===== config.mk =====
export PLATFORM = sky130hd
export DESIGN_NAME = punctuation_string_lexer
export DESIGN_NICKNAME = d
export VERILOG_FILES = /design/src/hw/rtl/pls_pkg.sv /design/src/hw/rtl/pls_queue.sv /design/src/hw/rtl/pls_core.sv /design/src/hw/rtl/punctuation_string_lexer.sv
export SDC_FILE = /design/constraint.sdc
export NUM_CORES = 1
export LEC_CHECK = 0
export BUFFER_PORTS_ARGS = -buffer_cell sky130_fd_sc_hd__buf_2
export CAP_MARGIN = 20
export CORE_MARGIN = 2
export CORE_UTILIZATION = 60
export CTS_CLUSTER_DIAMETER = 60
export DETAILED_ROUTE_END_ITERATION = 8
export PLACE_DENSITY_LB_ADDON = 0.3
export SLEW_MARGIN = 10
export SYNTH_ARGS = -nofsm -noshare
export SYNTH_HDL_FRONTEND = slang
export SYNTH_SLANG_ARGS = --single-unit

===== constraint.sdc =====
create_clock -name clk -period 4.25 [get_ports clk]
set_input_delay 0.85 -clock clk [delete_from_list [all_inputs] [get_ports clk]]
set_output_delay 0.85 -clock clk [all_outputs]
set_load 0.05 [all_outputs]

===== src/hw/rtl/pls_pkg.sv =====
package pls_pkg;

  // Default widths of the line counter and of byte offsets.
  localparam int LINE_BITS_DEF = 16;
  localparam int POS_BITS_DEF  = 20;

  // Width of the token kind field.
  localparam int KIND_W = 5;

  // Entries in the result queue. Must be a power of two and at least two,
  // since one source byte can complete two tokens.
  localparam int QUEUE_DEPTH = 4;

  // Default width of one queued result: last flag plus the packed fields.
  localparam int QUEUE_W_DEF = 1 + KIND_W + LINE_BITS_DEF + 2 * POS_BITS_DEF;

  // Source characters that steer the scanner.
  localparam logic [7:0] CH_EQUAL   = 8'h3D;
  localparam logic [7:0] CH_SLASH   = 8'h2F;
  localparam logic [7:0] CH_NEWLINE = 8'h0A;
  localparam logic [7:0] CH_QUOTE   = 8'h22;
  localparam logic [7:0] CH_BANG    = 8'h21;
  localparam logic [7:0] CH_LESS    = 8'h3C;
  localparam logic [7:0] CH_GREATER = 8'h3E;
  localparam logic [7:0] CH_LPAREN  = 8'h28;
  localparam logic [7:0] CH_RPAREN  = 8'h29;
  localparam logic [7:0] CH_LBRACE  = 8'h7B;
  localparam logic [7:0] CH_RBRACE  = 8'h7D;
  localparam logic [7:0] CH_COMMA   = 8'h2C;
  localparam logic [7:0] CH_DOT     = 8'h2E;
  localparam logic [7:0] CH_MINUS   = 8'h2D;
  localparam logic [7:0] CH_PLUS    = 8'h2B;
  localparam logic [7:0] CH_SEMI    = 8'h3B;
  localparam logic [7:0] CH_STAR    = 8'h2A;

  typedef enum logic [KIND_W-1:0] {
    K_LPAREN        = 5'd0,
    K_RPAREN        = 5'd1,
    K_LBRACE        = 5'd2,
    K_RBRACE        = 5'd3,
    K_COMMA         = 5'd4,
    K_DOT           = 5'd5,
    K_MINUS         = 5'd6,
    K_PLUS          = 5'd7,
    K_SEMI          = 5'd8,
    K_STAR          = 5'd9,
    K_SLASH         = 5'd10,
    K_BANG          = 5'd11,
    K_BANG_EQUAL    = 5'd12,
    K_LESS          = 5'd13,
    K_LESS_EQUAL    = 5'd14,
    K_GREATER       = 5'd15,
    K_GREATER_EQUAL = 5'd16,
    K_EQUAL         = 5'd17,
    K_EQUAL_EQUAL   = 5'd18,
    K_STRING        = 5'd19,
    K_EOF           = 5'd20,
    K_BAD           = 5'd21,
    K_UNTERM        = 5'd22
  } kind_t;

  typedef enum logic [7:0] {
    MODE_NORMAL  = 8'b0000_0001,
    MODE_BANG    = 8'b0000_0010,
    MODE_LESS    = 8'b0000_0100,
    MODE_GREATER = 8'b0000_1000,
    MODE_EQUAL   = 8'b0001_0000,
    MODE_SLASH   = 8'b0010_0000,
    MODE_COMMENT = 8'b0100_0000,
    MODE_STRING  = 8'b1000_0000
  } mode_t;

  // What a byte does when it is scanned from the normal mode.
  typedef struct packed {
    logic  emit;
    kind_t kind;
    mode_t mode;
    logic  newline;
    logic  quote;
  } normal_t;

  // Write strobes from the scanner into the result queue.
  typedef struct packed {
    logic first;
    logic second;
  } push_t;

  function automatic normal_t lex_byte(logic [7:0] c);
    normal_t r;
    r.emit    = 1'b1;
    r.kind    = K_BAD;
    r.mode    = MODE_NORMAL;
    r.newline = 1'b0;
    r.quote   = 1'b0;
    case (c)
      CH_LPAREN:  r.kind = K_LPAREN;
      CH_RPAREN:  r.kind = K_RPAREN;
      CH_LBRACE:  r.kind = K_LBRACE;
      CH_RBRACE:  r.kind = K_RBRACE;
      CH_COMMA:   r.kind = K_COMMA;
      CH_DOT:     r.kind = K_DOT;
      CH_MINUS:   r.kind = K_MINUS;
      CH_PLUS:    r.kind = K_PLUS;
      CH_SEMI:    r.kind = K_SEMI;
      CH_STAR:    r.kind = K_STAR;
      CH_BANG: begin
        r.emit = 1'b0;
        r.mode = MODE_BANG;
      end
      CH_LESS: begin
        r.emit = 1'b0;
        r.mode = MODE_LESS;
      end
      CH_GREATER: begin
        r.emit = 1'b0;
        r.mode = MODE_GREATER;
      end
      CH_EQUAL: begin
        r.emit = 1'b0;
        r.mode = MODE_EQUAL;
      end
      CH_SLASH: begin
        r.emit = 1'b0;
        r.mode = MODE_SLASH;
      end
      CH_NEWLINE: begin
        r.emit    = 1'b0;
        r.newline = 1'b1;
      end
      CH_QUOTE: begin
        r.emit  = 1'b0;
        r.mode  = MODE_STRING;
        r.quote = 1'b1;
      end
      default: r.kind = K_BAD;
    endcase
    return r;
  endfunction

  // Token of a pending one-character operator.
  function automatic kind_t op_kind(mode_t m);
    kind_t k;
    case (m)
      MODE_BANG:    k = K_BANG;
      MODE_LESS:    k = K_LESS;
      MODE_GREATER: k = K_GREATER;
      MODE_EQUAL:   k = K_EQUAL;
      default:      k = K_SLASH;
    endcase
    return k;
  endfunction

  // Token of an operator followed by '='.
  function automatic kind_t op_eq_kind(mode_t m);
    kind_t k;
    case (m)
      MODE_BANG:    k = K_BANG_EQUAL;
      MODE_LESS:    k = K_LESS_EQUAL;
      MODE_GREATER: k = K_GREATER_EQUAL;
      default:      k = K_EQUAL_EQUAL;
    endcase
    return k;
  endfunction

endpackage


===== src/hw/rtl/pls_queue.sv =====
module pls_queue #(
  parameter int WIDTH = pls_pkg::QUEUE_W_DEF
) (
  input  logic                clk,
  input  logic                rst_n,
  input  pls_pkg::push_t      push,
  input  logic [WIDTH-1:0]    wr_data0,
  input  logic [WIDTH-1:0]    wr_data1,
  output logic                room,
  output logic                rd_valid,
  input  logic                rd_pop,
  output logic [WIDTH-1:0]    rd_data
);

  localparam int DEPTH = pls_pkg::QUEUE_DEPTH;
  localparam int PTR_W = $clog2(DEPTH);
  localparam int CNT_W = $clog2(DEPTH + 1);

  logic [WIDTH-1:0] mem_r [DEPTH];
  logic [PTR_W-1:0] wptr_r, wptr_nxt, wptr_p1;
  logic [PTR_W-1:0] rptr_r, rptr_nxt;
  logic [CNT_W-1:0] cnt_r, cnt_nxt;
  logic [CNT_W-1:0] n_push;
  logic             pop;

  assign pop      = rd_valid & rd_pop;
  assign rd_valid = (cnt_r != '0);
  assign rd_data  = mem_r[rptr_r];
  // Room for the two results a single byte may complete.
  assign room     = (cnt_r <= CNT_W'(DEPTH - 2));
  assign wptr_p1  = PTR_W'(wptr_r + 1'b1);

  always_comb begin
    n_push   = CNT_W'(push.first) + CNT_W'(push.second);
    cnt_nxt  = CNT_W'(cnt_r + n_push - CNT_W'(pop));
    wptr_nxt = PTR_W'(wptr_r + n_push[PTR_W-1:0]);
    rptr_nxt = pop ? PTR_W'(rptr_r + 1'b1) : rptr_r;
  end

  always_ff @(posedge clk) begin
    if (!rst_n) begin
      wptr_r <= '0;
      rptr_r <= '0;
      cnt_r  <= '0;
    end else begin
      wptr_r <= wptr_nxt;
      rptr_r <= rptr_nxt;
      cnt_r  <= cnt_nxt;
    end
  end

  always_ff @(posedge clk) begin
    if (push.first) begin
      mem_r[wptr_r] <= wr_data0;
    end
    if (push.second) begin
      mem_r[wptr_p1] <= wr_data1;
    end
  end

endmodule


===== src/hw/rtl/pls_core.sv =====
module pls_core #(
  parameter int LINE_BITS = pls_pkg::LINE_BITS_DEF,
  parameter int POS_BITS  = pls_pkg::POS_BITS_DEF,
  localparam int REC_W    = 1 + pls_pkg::KIND_W + LINE_BITS + 2 * POS_BITS
) (
  input  logic               clk,
  input  logic               rst_n,
  input  logic               fire,
  input  logic [7:0]         in_byte,
  input  logic               in_eot,
  output pls_pkg::push_t     push,
  output logic [REC_W-1:0]   rec0,
  output logic [REC_W-1:0]   rec1,
  output pls_pkg::mode_t     mode
);

  pls_pkg::mode_t         mode_r, mode_nxt;
  logic [LINE_BITS-1:0]   line_r, line_nxt, line_sat;
  logic [POS_BITS-1:0]    pos_r, pos_nxt;
  logic [POS_BITS-1:0]    start_r, start_nxt;
  logic [POS_BITS-1:0]    len_r, len_nxt, len_sat;

  pls_pkg::normal_t       nc;
  logic                   run_normal;
  logic                   pre_vld, post_vld;
  pls_pkg::kind_t         pre_kind, post_kind;
  logic [POS_BITS-1:0]    pre_start, post_start, pre_len;

  assign mode     = mode_r;
  assign line_sat = (&line_r) ? line_r : LINE_BITS'(line_r + 1'b1);
  assign len_sat  = (&len_r) ? len_r : POS_BITS'(len_r + 1'b1);

  always_comb begin
    nc         = pls_pkg::lex_byte(in_byte);
    mode_nxt   = mode_r;
    line_nxt   = line_r;
    pos_nxt    = pos_r;
    start_nxt  = start_r;
    len_nxt    = len_r;
    run_normal = 1'b0;
    pre_vld    = 1'b0;
    pre_kind   = pls_pkg::K_EOF;
    pre_start  = start_r;
    pre_len    = '0;
    post_vld   = 1'b0;
    post_kind  = nc.kind;
    post_start = pos_r;

    if (in_eot) begin
      // Flush whatever is pending, then close the text with EOF.
      unique case (mode_r) inside
        pls_pkg::MODE_BANG, pls_pkg::MODE_LESS, pls_pkg::MODE_GREATER,
        pls_pkg::MODE_EQUAL, pls_pkg::MODE_SLASH: begin
          pre_vld  = 1'b1;
          pre_kind = pls_pkg::op_kind(mode_r);
        end
        pls_pkg::MODE_STRING: begin
          pre_vld  = 1'b1;
          pre_kind = pls_pkg::K_UNTERM;
        end
        default: pre_vld = 1'b0;
      endcase
      post_vld   = 1'b1;
      post_kind  = pls_pkg::K_EOF;
      post_start = start_r;
      mode_nxt   = pls_pkg::MODE_NORMAL;
      line_nxt   = LINE_BITS'(1);
      pos_nxt    = '0;
      start_nxt  = '0;
      len_nxt    = '0;
    end else begin
      pos_nxt = POS_BITS'(pos_r + 1'b1);
      unique case (mode_r) inside
        pls_pkg::MODE_BANG, pls_pkg::MODE_LESS, pls_pkg::MODE_GREATER,
        pls_pkg::MODE_EQUAL: begin
          mode_nxt = pls_pkg::MODE_NORMAL;
          pre_vld  = 1'b1;
          if (in_byte == pls_pkg::CH_EQUAL) begin
            pre_kind = pls_pkg::op_eq_kind(mode_r);
          end else begin
            pre_kind   = pls_pkg::op_kind(mode_r);
            run_normal = 1'b1;
          end
        end
        pls_pkg::MODE_SLASH: begin
          if (in_byte == pls_pkg::CH_SLASH) begin
            mode_nxt = pls_pkg::MODE_COMMENT;
          end else begin
            pre_vld    = 1'b1;
            pre_kind   = pls_pkg::K_SLASH;
            run_normal = 1'b1;
          end
        end
        pls_pkg::MODE_COMMENT: begin
          run_normal = (in_byte == pls_pkg::CH_NEWLINE);
        end
        pls_pkg::MODE_STRING: begin
          if (in_byte == pls_pkg::CH_QUOTE) begin
            mode_nxt = pls_pkg::MODE_NORMAL;
            pre_vld  = 1'b1;
            pre_kind = pls_pkg::K_STRING;
            pre_len  = len_r;
          end else begin
            if (in_byte == pls_pkg::CH_NEWLINE) begin
              line_nxt = line_sat;
            end
            len_nxt = len_sat;
          end
        end
        default: run_normal = 1'b1;
      endcase

      if (run_normal) begin
        mode_nxt  = nc.mode;
        start_nxt = pos_r;
        post_vld  = nc.emit;
        if (nc.newline) begin
          line_nxt = line_sat;
        end
        if (nc.quote) begin
          len_nxt = '0;
        end
      end
    end

    // Every token of one step carries the line count from before the step.
    push.first  = fire & (pre_vld | post_vld);
    push.second = fire & pre_vld & post_vld;
    if (pre_vld) begin
      rec0 = {~post_vld, pre_len, pre_start, line_r, pre_kind};
    end else begin
      rec0 = {1'b1, POS_BITS'(0), post_start, line_r, post_kind};
    end
    rec1 = {1'b1, POS_BITS'(0), post_start, line_r, post_kind};
  end

  always_ff @(posedge clk) begin
    if (!rst_n) begin
      mode_r  <= pls_pkg::MODE_NORMAL;
      line_r  <= LINE_BITS'(1);
      pos_r   <= '0;
      start_r <= '0;
      len_r   <= '0;
    end else if (fire) begin
      mode_r  <= mode_nxt;
      line_r  <= line_nxt;
      pos_r   <= pos_nxt;
      start_r <= start_nxt;
      len_r   <= len_nxt;
    end
  end

endmodule


===== src/hw/rtl/punctuation_string_lexer.sv =====
// Channel   Direction  Payload                                         Transaction when
// in_*      slave      tdata: byte_value; tlast: end_of_text           in_tvalid & in_tready
// out_*     master     tdata: kind, line, start, length; tlast: last   out_tvalid & out_tready
//
// One input transaction is taken per cycle while the queue has room. A byte lands in
// the input register, is scanned once the queue has room, and its tokens (zero, one or
// two) are written to a four-entry result queue, from which the output side reads.
// The queue drains one result per cycle while the receiver is ready, and the input
// stalls whenever the queue holds more than two results. Reset (rst_n low,
// synchronous) empties the queue and puts the scanner in the normal mode at line one,
// offset zero.
module punctuation_string_lexer #(
  parameter int LINE_BITS = pls_pkg::LINE_BITS_DEF,
  parameter int POS_BITS  = pls_pkg::POS_BITS_DEF,
  localparam int OUT_FLD_W  = pls_pkg::KIND_W + LINE_BITS + 2 * POS_BITS,
  localparam int OUT_DATA_W = ((OUT_FLD_W + 7) / 8) * 8
) (
  input  logic                  clk,
  input  logic                  rst_n,
  // Source bytes.
  input  logic                  in_tvalid,
  output logic                  in_tready,
  input  logic [7:0]            in_tdata,   // [7:0] byte_value
  input  logic                  in_tlast,   // end_of_text
  // Tokens.
  output logic                  out_tvalid,
  input  logic                  out_tready,
  // From bit 0 up: token_kind, line_number, lexeme_start, literal_length, zero fill.
  output logic [OUT_DATA_W-1:0] out_tdata,
  output logic                  out_tlast   // last_result
);

  localparam int REC_W = 1 + OUT_FLD_W;

  // Input register. It advances whenever the scanner consumes its byte, so
  // a new byte can be taken in every cycle the queue has room.
  logic       in_vld_r;
  logic [7:0] in_byte_r;
  logic       in_eot_r;
  logic       fire;
  logic       room;

  pls_pkg::push_t   push;
  pls_pkg::mode_t   core_mode;
  logic [REC_W-1:0] rec0, rec1, head;

  assign fire      = in_vld_r & room;
  assign in_tready = ~in_vld_r | fire;

  always_ff @(posedge clk) begin
    if (!rst_n) begin
      in_vld_r <= 1'b0;
    end else if (in_tready) begin
      in_vld_r <= in_tvalid;
    end
  end

  always_ff @(posedge clk) begin
    if (in_tvalid && in_tready) begin
      in_byte_r <= in_tdata;
      in_eot_r  <= in_tlast;
    end
  end

  // Scanner: mode, counters and the token decision for one byte.
  pls_core #(
    .LINE_BITS (LINE_BITS),
    .POS_BITS  (POS_BITS)
  ) u_core (
    .clk     (clk),
    .rst_n   (rst_n),
    .fire    (fire),
    .in_byte (in_byte_r),
    .in_eot  (in_eot_r),
    .push    (push),
    .rec0    (rec0),
    .rec1    (rec1),
    .mode    (core_mode)
  );

  // Result queue, also the output register of the master side.
  pls_queue #(
    .WIDTH (REC_W)
  ) u_queue (
    .clk      (clk),
    .rst_n    (rst_n),
    .push     (push),
    .wr_data0 (rec0),
    .wr_data1 (rec1),
    .room     (room),
    .rd_valid (out_tvalid),
    .rd_pop   (out_tready),
    .rd_data  (head)
  );

  assign out_tdata = OUT_DATA_W'(head[OUT_FLD_W-1:0]);
  assign out_tlast = head[REC_W-1];

  // The end marker always yields at least the EOF token.
  a_eot_pushes: assert property (@(posedge clk) disable iff (!rst_n)
    fire && in_eot_r |-> push.first)
    else $error("end marker produced no token");

  // After the end marker the scanner is back in the normal mode.
  a_eot_resets_mode: assert property (@(posedge clk) disable iff (!rst_n)
    fire && in_eot_r |=> core_mode == pls_pkg::MODE_NORMAL)
    else $error("scanner mode not cleared after end marker");

  // An EOF token is always the final result of its transaction.
  a_eof_is_last: assert property (@(posedge clk) disable iff (!rst_n)
    out_tvalid && out_tdata[pls_pkg::KIND_W-1:0] == pls_pkg::K_EOF |-> out_tlast)
    else $error("EOF token without last flag");

  // A second token in one step is only ever pushed together with a first.
  a_pair_order: assert property (@(posedge clk) disable iff (!rst_n)
    push.second |-> push.first && !rec0[REC_W-1])
    else $error("token pair pushed out of order");

endmodule


==> results.ini <==
[grt]
first_global_vias = 12510
grt_first_pass_wirelength_um = 67770
number_of_antenna_violations_at_the_first_check_in_global_routing = 0
grt_start_max_net_pins = 56
globalRouteOverflowTotal = 0
gr-usage-all-layers_pct = 29.46

[run_status]
status = completed

[clock_network]
cts.path.max_buffers = 3
cts_resized = 0
post-cts-setup-buffers = 0
cts.sinks = 351
cts-htree-levels = 2
total_clock_buffers_created_by_cts = 38
worst_setup_hold_path_clk_slew_ns = 0.06
tritoncts = yes
cts_root_buffer = clkbuf_16
insertion_delay_ns = 0.54
post_cts_hold_buffer_count = 0

[timing]
fmax_mhz = 264.4
finalHoldViolCount = 0
timing.final.setup_violations = 0
maxSlewHeadroom_pct = 34.00
setup-tns-final_ns = 0
final.period_utilization_pct = 88.99
finClkSkew_ns = 0.02412
grt_setup_unrepaired = false
timing_worst_slew_pin_value_ns = 0.9809
timing.final.max_slew_violations = 0
layout_min_cycle_time_ns = 3.782

[yosys]
synth_largest_area_cell = edfxtp_1
synth_sequential_area_ratio_pct = 51.73
synthMostInstantiatedCell = dfxtp_1
multiplexer_fraction_of_the_synthesized_cell_area_pct = 14.17
syn_area_mm2 = 0.01693
synth_cell_types = 83
post_synthesis_share_of_cell_area_spent_on_xor_and_xnor_gates_pct = 2.017
yosys.area_share.simple_pct = 12.98
ys_warns = 0
syn-instance-count = 1468
synth-main-ff-cell = dfxtp_1
synth_register_bits = 351
syn-mean-instance-area_um2 = 11.53
synth_edf_count = 173
asyncSetResetFlopFracSynth_pct = 0
synth.top_cell.area_share_pct = 30.68
synth_top_cells_by_area = edfxtp_1, dfxtp_1, mux4_2, mux2i_1, nand2_1
synth_top_family_by_area = compound AO/OA/AOI/OAI gates
synth_common_cells = dfxtp_1, edfxtp_1, nand2_1, mux2i_1, nor2_1
post_synthesis_compound_gate_area_fraction_pct = 14.55
yosys.area_share.adder_pct = 0.7094

[worst_setup_path]
worstPathArrival_ns = 4.18
critical_path.startpoint_type = register
worst_setup_path_end_kind = register
crit_path_cell_trace = or4b_1 -> or4_1 -> nand4_1 -> o21ba_1 -> nor3_1 -> nor2_1 -> ha_1 -> ha_1 -> fa_1 -> xor2_1 -> xnor2_1 -> nor2_1
critPathMaxStageDelay_ns = 0.64
crit_type = reg -> reg
critical_path.slowest_cell = or4_1
critPathMaxFanout = 11
timing.critical_path.required_ns = 4.65

[placed_design]
postPlaceCellArea_mm2 = 0.01770
place.detailed.hpwl_um = 25830
placement.io_buffers = 76
finalWeightedCongestion = 0.8965

[power]
power_density_mw_per_mm2 = 472.3
fin_total_pwr_uw = 8954
power.leakage_uw = 0.006831
ir_drop_mv = 0.4421

[flow_run]
cap_violations = 0

[floorplan]
rows = 61
die-area_mm2 = 0.02958
die_height_um = 172.0
floorplan.io_pins = 80
starting_utilization_of_the_core_area_pct = 60.95
die_x_um = 172.0
core_area_mm2 = 0.02778

[routing]
antenna_violating_nets_post_route = 0
vias_per_instance = 6.636
number_of_design_rule_violations_left_after_detail_routing = 0
detail_route.wirelength_um = 43020
drtIter0Drc = 1475
dr_pass1_iterations = 5
vias = 12750
post_drt_wl_per_cell_um = 22.38

[final_layout]
finish.instance_area_mm2 = 0.01896
n_antenna_cell = 0
final_util_pct = 68.24
final_layout_size_suffix_gt1_share_pct = 18.72
layout-area-overhead-vs-synth_pct = 11.96
final_net_count = 1536

[worst_hold_path]
min-delay-path-class = reg -> reg

## final cells by class
class	count	area, um^2
clock inverters	19	170.2
inverters	21	78.83
multi-input cells	975	7580
flip-flops and latches	351	8766
repair buffers	127	800.8
well taps	378	473.0
clock buffers	51	1090
fillers	2061	8823
## cells in the final DEF (no fill, tap or decap), drive strengths merged, types with 9 or more instances in the layout
| master | count |
|---|---|
| a21boi | 65 |
| a21oi | 26 |
| a22o | 19 |
| a31oi | 22 |
| and2 | 9 |
| and3 | 15 |
| buf | 127 |
| clkbuf | 51 |
| clkinv | 12 |
| dfxtp | 178 |
| edfxtp | 173 |
| inv | 26 |
| mux2i | 99 |
| mux4 | 62 |
| nand2 | 169 |
| nand3 | 34 |
| nand4 | 31 |
| nor2 | 81 |
| nor2b | 25 |
| nor3 | 22 |
| nor4 | 10 |
| o211ai | 10 |
| o21ai | 26 |
| o22ai | 26 |
| o2bb2ai | 60 |
| or4 | 9 |
| xnor2 | 15 |
| xor2 | 24 |
## routing by layer
layer	GRT usage, %	wire length (um)	vias up
li1	-	-	5690
met4	9.646	859	0
met5	0	0	-
met2	48.91	20770	659
met3	4.555	3828	80
met1	39.98	17570	6325
## path summary, 6_finish.rpt
kind,endpoint,cells past startpoint,from,slack (ns)
max,u_queue.cnt_r[2],12,in_byte_r[3],0.47
max reg2reg,u_queue.cnt_r[2],12,in_byte_r[3],0.47
min,u_queue.mem_r[2][41],2,u_queue.mem_r[2][41],0.46
min reg2reg,u_queue.mem_r[2][41],2,u_queue.mem_r[2][41],0.46
## cell families after synthesis
family          Yosys count
fa+ha+maj                 9
simple gates            447
buf+inv                 144
mux                     162
flops                   351
xor+xnor                 39
compound gates          315
other cells               1
## worst max-delay path: cells and delay by family (launching register included)
family / cells / cell delay, ns
XOR/XNOR: 2 / 0.34
AND/OR/NAND/NOR: 6 / 1.71
flip-flops: 1 / 0.52
AO/OA/AOI/OAI: 1 / 0.17
adder cells (fa/ha/maj): 3 / 0.93
## registers in the layout (all words and copies together), names as in the netlist, named ones only
name / count
in_byte_r: 8
in_eot_r: 1
in_vld_r: 1
u_core.len_r: 20
u_core.line_r: 16
u_core.mode: 8
u_core.pos_r: 20
u_core.pre_start: 20
u_queue.cnt_r: 3
u_queue.mem_r: 248
u_queue.rptr_r: 2
u_queue.wptr_r: 2
## stage by stage
| step | instances | setup slack, ns | hold slack, ns |
|---|---|---|---|
| detailed placement | 1852 | 0.5045 | 0.4502 |
| CTS | 1922 | 0.4928 | 0.4605 |
| global placement | 1851 | 0.6008 | 0.4416 |
| global route | 1922 | 0.1957 | 0.4775 |
| finish | 1922 | 0.4681 | 0.4580 |
| floorplan | 1470 | 0.4669 | 0.4269 |
## where the power goes
group,switching [uW],internal [uW]
combinational,1220,598
sequential,168,3660
clock,1370,1940
total,2760,6200
Power figures use the tool's default switching activity.
